--- src/sv/tcw_pkg.sv ---
// ----------------------------------------------------------------------------
// Text console writer package
// Shared types, codes and constants for the text console writer block.
// ----------------------------------------------------------------------------
package tcw_pkg;

    // Default geometry of the character screen.
    localparam int DEFAULT_COLUMNS = 80;
    localparam int DEFAULT_ROWS    = 25;

    // Stream payload widths.
    localparam int S_TDATA_W = 24;
    localparam int S_TUSER_W = 2;
    localparam int M_TDATA_W = 40;

    // Configuration port.
    localparam int CFG_ADDR_W = 1;
    localparam int CFG_DATA_W = 8;
    localparam logic [CFG_ADDR_W-1:0] REG_PROMPT_WIDTH = 1'd0;
    localparam logic [CFG_ADDR_W-1:0] REG_TEXT_ATTR    = 1'd1;

    localparam logic [6:0] RESET_PROMPT_WIDTH = 7'd4;
    localparam logic [7:0] RESET_TEXT_ATTR    = 8'h0F;

    // Character codes.
    localparam logic [7:0] CH_NEWLINE   = 8'h0A;
    localparam logic [7:0] CH_BACKSPACE = 8'h08;
    localparam logic [7:0] CH_SPACE     = 8'h20;

    // Request kinds carried on the input tuser.
    typedef enum logic [1:0] {
        CMD_PUT   = 2'd0,
        CMD_READ  = 2'd1,
        CMD_CLEAR = 2'd2
    } tcw_cmd_t;

    typedef enum logic [3:0] {
        ST_IDLE,
        ST_DISPATCH,
        ST_DIV,
        ST_READ,
        ST_READ_DATA,
        ST_PUT,
        ST_FILL,
        ST_WRITE,
        ST_UPDATE,
        ST_DONE
    } tcw_state_t;

    // Commands from the controller to the datapath.
    typedef struct packed {
        logic load;
        logic div_step;
        logic rd_issue;
        logic rd_capture;
        logic fill_write;
        logic row_validate;
        logic cell_write;
        logic cursor_update;
        logic wipe_all;
        logic result_load;
    } tcw_ctrl_t;

    // Status from the datapath to the controller.
    typedef struct packed {
        logic [1:0] cmd;
        logic       read_in_range;
        logic       wr_need;
        logic       row_valid;
        logic       fill_last;
    } tcw_status_t;

endpackage

--- src/sv/tcw_ctrl.sv ---
// ----------------------------------------------------------------------------
// Text console writer controller
// Sequences one request at a time through the datapath and owns the
// handshake state of both stream channels.
// ----------------------------------------------------------------------------
module tcw_ctrl
    import tcw_pkg::*;
(
    input  logic        aclk,
    input  logic        aresetn,
    input  logic        s_tvalid,
    output logic        s_tready,
    output logic        m_tvalid,
    input  logic        m_tready,
    input  tcw_status_t status,
    output tcw_ctrl_t   ctrl
);

    tcw_state_t state_reg, state_next;
    logic       m_tvalid_reg, m_tvalid_next;
    logic       out_free;

    assign out_free = !m_tvalid_reg || m_tready;

    always_ff @(posedge aclk) begin
        if (!aresetn) begin
            state_reg    <= ST_IDLE;
            m_tvalid_reg <= 1'b0;
        end else begin
            state_reg    <= state_next;
            m_tvalid_reg <= m_tvalid_next;
        end
    end

    always_comb begin
        state_next = state_reg;
        case (state_reg)
            ST_IDLE: begin
                if (s_tvalid) state_next = ST_DISPATCH;
            end
            ST_DISPATCH: begin
                case (status.cmd)
                    CMD_PUT:   state_next = ST_PUT;
                    CMD_READ:  state_next = status.read_in_range ? ST_DIV : ST_DONE;
                    CMD_CLEAR: state_next = ST_DONE;
                    default:   state_next = ST_DONE;
                endcase
            end
            ST_DIV:       state_next = ST_READ;
            ST_READ:      state_next = ST_READ_DATA;
            ST_READ_DATA: state_next = ST_DONE;
            ST_PUT: begin
                if (!status.wr_need) begin
                    state_next = ST_UPDATE;
                end else if (status.row_valid) begin
                    state_next = ST_WRITE;
                end else begin
                    state_next = ST_FILL;
                end
            end
            ST_FILL: begin
                if (status.fill_last) state_next = ST_WRITE;
            end
            ST_WRITE:  state_next = ST_UPDATE;
            ST_UPDATE: state_next = ST_DONE;
            ST_DONE: begin
                if (out_free) state_next = ST_IDLE;
            end
            default: state_next = ST_IDLE;
        endcase
    end

    always_comb begin
        ctrl          = '0;
        s_tready      = 1'b0;
        m_tvalid_next = m_tvalid_reg && !m_tready;
        case (state_reg)
            ST_IDLE: begin
                s_tready  = 1'b1;
                ctrl.load = s_tvalid;
            end
            ST_DISPATCH: begin
                ctrl.wipe_all = (status.cmd == CMD_CLEAR);
            end
            ST_DIV:       ctrl.div_step = 1'b1;
            ST_READ:      ctrl.rd_issue = 1'b1;
            ST_READ_DATA: ctrl.rd_capture = 1'b1;
            ST_FILL: begin
                ctrl.fill_write   = 1'b1;
                ctrl.row_validate = status.fill_last;
            end
            ST_WRITE:  ctrl.cell_write = 1'b1;
            ST_UPDATE: ctrl.cursor_update = 1'b1;
            ST_DONE: begin
                ctrl.result_load = out_free;
                if (out_free) m_tvalid_next = 1'b1;
            end
            default: ctrl = '0;
        endcase
    end

    assign m_tvalid = m_tvalid_reg;

endmodule

--- config.mk ---
export PLATFORM = sky130hd
export DESIGN_NAME = tcw_ctrl
export DESIGN_NICKNAME = d
export VERILOG_FILES = /design/src/sv/tcw_pkg.sv /design/src/sv/tcw_ctrl.sv
export SDC_FILE = /design/constraint.sdc
export NUM_CORES = 1
export LEC_CHECK = 0
export BUFFER_PORTS_ARGS = -buffer_cell sky130_fd_sc_hd__buf_2
export CELL_PAD_IN_SITES_DETAIL_PLACEMENT = 1
export CELL_PAD_IN_SITES_GLOBAL_PLACEMENT = 1
export CORE_UTILIZATION = 29
export DETAILED_ROUTE_END_ITERATION = 6
export HOLD_SLACK_MARGIN = 0.1
export PLACE_DENSITY_LB_ADDON = 0.3
export RECOVER_POWER = 50
export SYNTH_ARGS = -nofsm -noshare
export SYNTH_HDL_FRONTEND = slang
export SYNTH_SLANG_ARGS = --single-unit
--- constraint.sdc ---
create_clock -name aclk -period 1.05 [get_ports aclk]
set_input_delay 0.105 -clock aclk [delete_from_list [all_inputs] [get_ports aclk]]
set_output_delay 0.105 -clock aclk [all_outputs]
set_load 0.005 [all_outputs]
==> impl_metrics.yaml, run 1 <==
clock_network:
  cts_tree: "yes"
  h-tree-depth: 1
  insertion_delay_ns: 0.25
  cts_buffers: 3
  clock_path_buffers: 2
  hold_buffers: 0
  cts.clk_slew.worst_paths_ns: 0.05
  clock-root-buffer: "clkbuf_4"
  cts.sinks: 5
synthesis:
  ys.flop_type: "dfxtp_1"
  synth.distinct_cells: 36
  syn_area_per_cell_um2: 8.36
  syn-instance-count: 63
  async_flop_share_pct: 0
  synth_warnings: 0
  syn-cell-area_um2: 527
  yosysSeqAreaShare_pct: 19.0
  synth_edf_count: 0
  ys_ff_latch: 5
  syn_nets: 73
placement:
  dp_cells: 121
  hpwl_mm: 1.26
  portBuffers: 21
  place_congestion: 0.782
timing:
  fin_crit_sh_pct: 135
  fin_hold_ws_ns: 0.129
  finalHoldViolations: 0
  max_slew_margin_pct: 83.0
  setup_viol: 15
  worstMarginPinSlew_ns: 0.253
  fmax_ghz: 0.706
  fin_skew_ns: 0.00575
  layout_min_cycle_time_ns: 1.42
  rsz0062_at_grt: "true"
  slew_violations: 0
  fin_ws_ns: -0.367
detailed_routing:
  drt_iter0_drc: 7
  vias: 707
  drc: 0
  firstDrtPassIters: 3
  viasPerCell: 5.09
  wire_per_inst_um: 17.5
  drtAntennaViolNets: 0
  drt-total-wl_mm: 2.43
setup_path:
  r2r-end: "state_reg[0]"
  crit_chain: "or2_4 -> nor3_4 -> and2_1 -> buf_2"
  path_buf_inv: 1
  cp_max_fo: 6
  crit_path_top_delay_cell: "dfxtp_4"
  cpLargestDelayFamily: "simple AND/OR/NAND/NOR gates"
  crit_end: "ctrl[9]"
  cp.depth: 4
  crit_type: "flop to output pin"
  arrival_ns: 1.31
  critPathRequiredTime_ns: 0.94
  end_kind: "output pin"
  rrSetupSlack_ns: -0.28
  startpoint_type: "flop"
  critPathLaunch: "state_reg[2]"
  crit_path_max_incr_delay_ns: 0.37
  worst-r2r-cell-count: 6
  crit-reg2reg-launch: "state_reg[3]"
die:
  rows: 15
  chipWidth_um: 44.6
  fp.dieH_um: 44.6
  floorplan.io_pins: 22
  start_util_pct: 30.8
  die_area_um2: 1990
  core_um2: 1710
final_layout:
  final_cell_mix: "buf_2, buf_4, buf_6"
  n_antenna_cell: 0
  layout_commonest_cell: "buf_2"
  multi_input_area_um2: 489
  drive_above_1_share_pct: 72.8
  fillers: 191
  largest_register_ffs: 4
  seqCellArea_um2: 115
  nets: 125
  syn_to_final_growth_pct: 99.8
  layoutNonFillerInstCount: 139
min_path:
  hold_path.class: "primary input to flop"
status:
  outcome: "finished with violations"
  violations: "setup timing"
global_routing:
  grt_max_degree: 12
  grt_pass1_wl_mm: 3.22
  grt_pass1_vias: 706
  grt_usage_pct: 22.5
  grt_antenna_before_repair: 0
  gr-total-overflow: 0
power:
  peakVddDrop_v: 0.000558
  total_power_mw: 1.07
  p_per_area_nw_per_um2: 1010
  p_leak_nw: 0.481
job:
  max_cap_violations: 0
## stage by stage
stage / worst slack, ns / util, % / area [um2] / setup TNS (ns)
6_report: -0.367 / 61.6 / 1050 / -3.63
5_1_grt: -0.395 / 61.6 / 1050 / -4.31
4_1_cts: -0.282 / 55.3 / 945 / -3.06
3_5_place_dp: -0.178 / 43.7 / 746 / -1.87
3_3_place_gp: -0.138 / 43.7 / 746 / -1.25
2_1_floorplan: -0.00251 / - / 543 / -0.00251
## power breakdown
group	leakage [nW]	internal [mW]	total, mW	switching [mW]
Sequential	0.0437	0.211	0.263	0.0520
Clock	0.0150	0.145	0.238	0.0932
Combinational	0.423	0.327	0.566	0.239
## final cells by class
class / instances / area share, %
clock buffers: 4 / 2.50
multi-input cells: 53 / 46.5
flip-flops and latches: 5 / 10.9
well taps: 25 / 2.97
repair buffers: 52 / 37.1
## Yosys cell counts (2+ instances only)
cell      number  area share, %
nand3b_1       2            2.8
o21ai_0        2            1.9
nand2_1        2            1.4
buf_6          3            6.4
nand2b_1       3            3.6
nor3_1         3            2.8
nor2_1        10            7.1
dfxtp_1        5             19
nand3_1        2            1.9
nor2b_1        4            4.7
and2_1         2            2.4
## metal layers
| layer | routed length [um] | vias up | global-route usage, % | part of all wire, % |
|---|---|---|---|---|
| li1 | - | 326 | - | - |
| met3 | 115 | 12 | 3.67 | 4.7 |
| met2 | 1300 | 29 | 41.8 | 54 |
| met1 | 910 | 340 | 26.6 | 37 |
| met4 | 100 | 0 | 5.45 | 4.1 |
| met5 | 0 | - | 0 | 0 |
## what timing repair did
item                                    4_1_cts  5_1_grt
gates resized for setup                      26       17
pin swaps                                    11       11
setup buffers                                10        6
endpoints found under the setup margin       16       16
## worst min path at each step
stage / from / end / slack (ns) / depth (start not counted)
3_5_place_dp: aresetn / state_reg[3] / 0.39 / 2
6_report: aresetn / state_reg[3] / 0.13 / 2
5_1_grt: aresetn / state_reg[3] / 0.13 / 2
4_1_cts: aresetn / state_reg[3] / 0.14 / 2
3_3_place_gp: aresetn / state_reg[3] / 0.39 / 2
2_1_floorplan: aresetn / m_tvalid / 0.22 / 1
## cells by family (layout without fill, tap and decap cells)
family / after synthesis / in the layout / share of synthesized area, %
mux: 1 / 1 / 1.90
compound gates: 13 / 13 / 18.8
flops: 5 / 5 / 19.0
xor+xnor: 1 / 1 / 1.66
buf+inv: 5 / 56 / 11.6
simple gates: 38 / 38 / 47.0
No activity file was read; power rests on OpenSTA's default activity.
==> run 2, diff against run 1 <==
==> constraint.sdc (replaced) <==
create_clock -name aclk -period 1.3 [get_ports aclk]
set_input_delay 0.13 -clock aclk [delete_from_list [all_inputs] [get_ports aclk]]
set_output_delay 0.13 -clock aclk [all_outputs]
set_load 0.005 [all_outputs]
==> run 2 against run 1 <==
Net effect: the run still ends with setup timing left; design area shrank 23%; utilization shrank 14 points; sequential share of layout area is 3.0 points higher; count of clock-buffer cells in the layout unchanged; global-route usage fell by 5.2 points; routed wire length down 35%; worst setup slack better by 0.24 ns.
==> impl_metrics.yaml, run 2 (synthesized netlist as in run 1, its figures left out) <==
power:
  p_per_area_nw_per_um2: 886
  p_leak_nw: 0.363
  peakVddDrop_v: 0.000450
global_routing:
  grt_max_degree: 14
  use_met2_pct: 30.6
  grt_util_met1_pct: 20.3
  grt_util_met3_pct: 6.53
  grt_pass1_vias: 571
  gr-total-overflow: 0
  grt_usage_pct: 17.4
  grt_pass1_wl_mm: 2.50
  globalRoute.busiestLayer: "met2"
  grt_antenna_before_repair: 0
final_layout:
  syn_to_final_growth_pct: 53.4
  n_antenna_cell: 0
  fillers: 226
  nets: 109
  drive_above_1_share_pct: 62.2
  multi_input_area_um2: 403
  layout_commonest_cell: "buf_2"
  seqCellArea_um2: 113
  final_area_um2: 808
  final_cell_mix: "buf_2, buf_4, nor2_2"
  largest_register_ffs: 4
placement:
  place_congestion: 0.747
  portBuffers: 21
  hpwl_mm: 1.10
  postPlaceCellArea_um2: 659
setup_path:
  crit-reg2reg-launch: "state_reg[2]"
  worst-r2r-cell-count: 6
  arrival_ns: 1.30
  startpoint_type: "flop"
  critPathRequiredTime_ns: 1.17
  r2r-end: "state_reg[2]"
  critPathLaunch: "state_reg[2]"
  end_kind: "output pin"
  crit_type: "flop to output pin"
  cp_max_fo: 5
  rrSetupSlack_ns: 0.07
clock_network:
  clock_path_buffers: 2
  clock-root-buffer: "clkbuf_4"
  cts_buffers: 3
  hold_buffers: 0
  h-tree-depth: 1
  insertion_delay_ns: 0.25
  cts_tree: "yes"
  cts.clk_slew.worst_paths_ns: 0.05
  cts.sinks: 5
die:
  floorplan.io_pins: 22
  rows: 15
  fp.dieH_um: 44.6
  core_um2: 1710
  die_area_um2: 1990
  start_util_pct: 30.8
  chipWidth_um: 44.6
timing:
  fin_crit_sh_pct: 110
  max_slew_margin_pct: 77.3
  finalHoldViolations: 0
  worstMarginPinSlew_ns: 0.339
  slew_violations: 0
  tns_ns: -0.586
  layout_min_cycle_time_ns: 1.43
  fin_ws_ns: -0.131
  rsz0062_at_grt: "true"
  fmax_ghz: 0.699
  setup_viol: 8
  fin_skew_ns: 0.00749
detailed_routing:
  drc: 0
  drtAntennaViolNets: 0
  vias: 577
  firstDrtPassIters: 4
  drt-total-wl_mm: 1.59
  viasPerCell: 4.69
  drt_iter0_drc: 10
  wire_per_inst_um: 12.9
min_path:
  whs_path_depth: 2
  hold_path.class: "primary input to flop"
  hold_start: "aresetn"
  min_to: "state_reg[3]"
status:
  violations: "setup timing"
  outcome: "finished with violations"
job:
  max_cap_violations: 0
## run 2: cell types whose count changed in the layout (fill, tap and decap cells not counted), moves of 2 or more
cell	before	now
buf_4	17	11
nor2_4	4	0
nand2b_1	1	3
nand2b_4	2	0
nor2_2	2	6
buf_6	14	2
## run 2: what timing repair did
action | CTS | global route
setup buffers | 6 | 3
gates cloned | 0 | 0
gates resized for setup | 12 | 7
pin swaps | 5 | 2
setup endpoints to repair | 13 | 12
## run 2: worst max-delay path, stage by stage (launching register included)
cell and delay [ns]:
dfxtp_2 0.33, buf_12 0.12, or2_4 0.25, nor3_4 0.11, and2_1 0.14, buf_2 0.10
## run 2: cell type report
class	instances	area share (%)
Multi-Input combinational cell	53	49.8
Clock buffer	4	3.25
Sequential cell	5	13.9
Timing Repair Buffer	36	29.1
Tap cell	25	3.87
## run 2: how the worst max path moves through the flow
stage               cells past startpoint      endpoint
global route                            5       ctrl[9]
global placement                        4  state_reg[2]
CTS                                     5       ctrl[9]
detailed placement                      4  state_reg[2]
finish                                  5       ctrl[9]
floorplan                               5  state_reg[3]
## run 2: report_power, final
part	switching (mW)	internal, mW
clock	0.0667	0.116
sequential	0.0239	0.172
combinational	0.151	0.187
total	0.241	0.475
## run 2: routing by layer
metal	wire length, um	vias to the layer above	part of all wire (%)
li1	-	294	-
met1	659	267	41
met2	856	16	54
met3	73	0	4.6
met4	0	0	0
met5	0	-	0
## run 2: through the flow
stage	worst slack [ns]	hold slack, ns	util (%)	power (mW)	cells
after CTS	-0.141	0.143	44.7	0.687	120
after floorplan	0.213	0.248	-	0.367	63
after detailed placement	-0.0574	0.417	38.6	0.441	110
after global routing	-0.215	0.144	47.3	0.778	123
after global placement	0.00125	0.415	38.6	0.433	110
final	-0.131	0.147	47.3	0.716	123
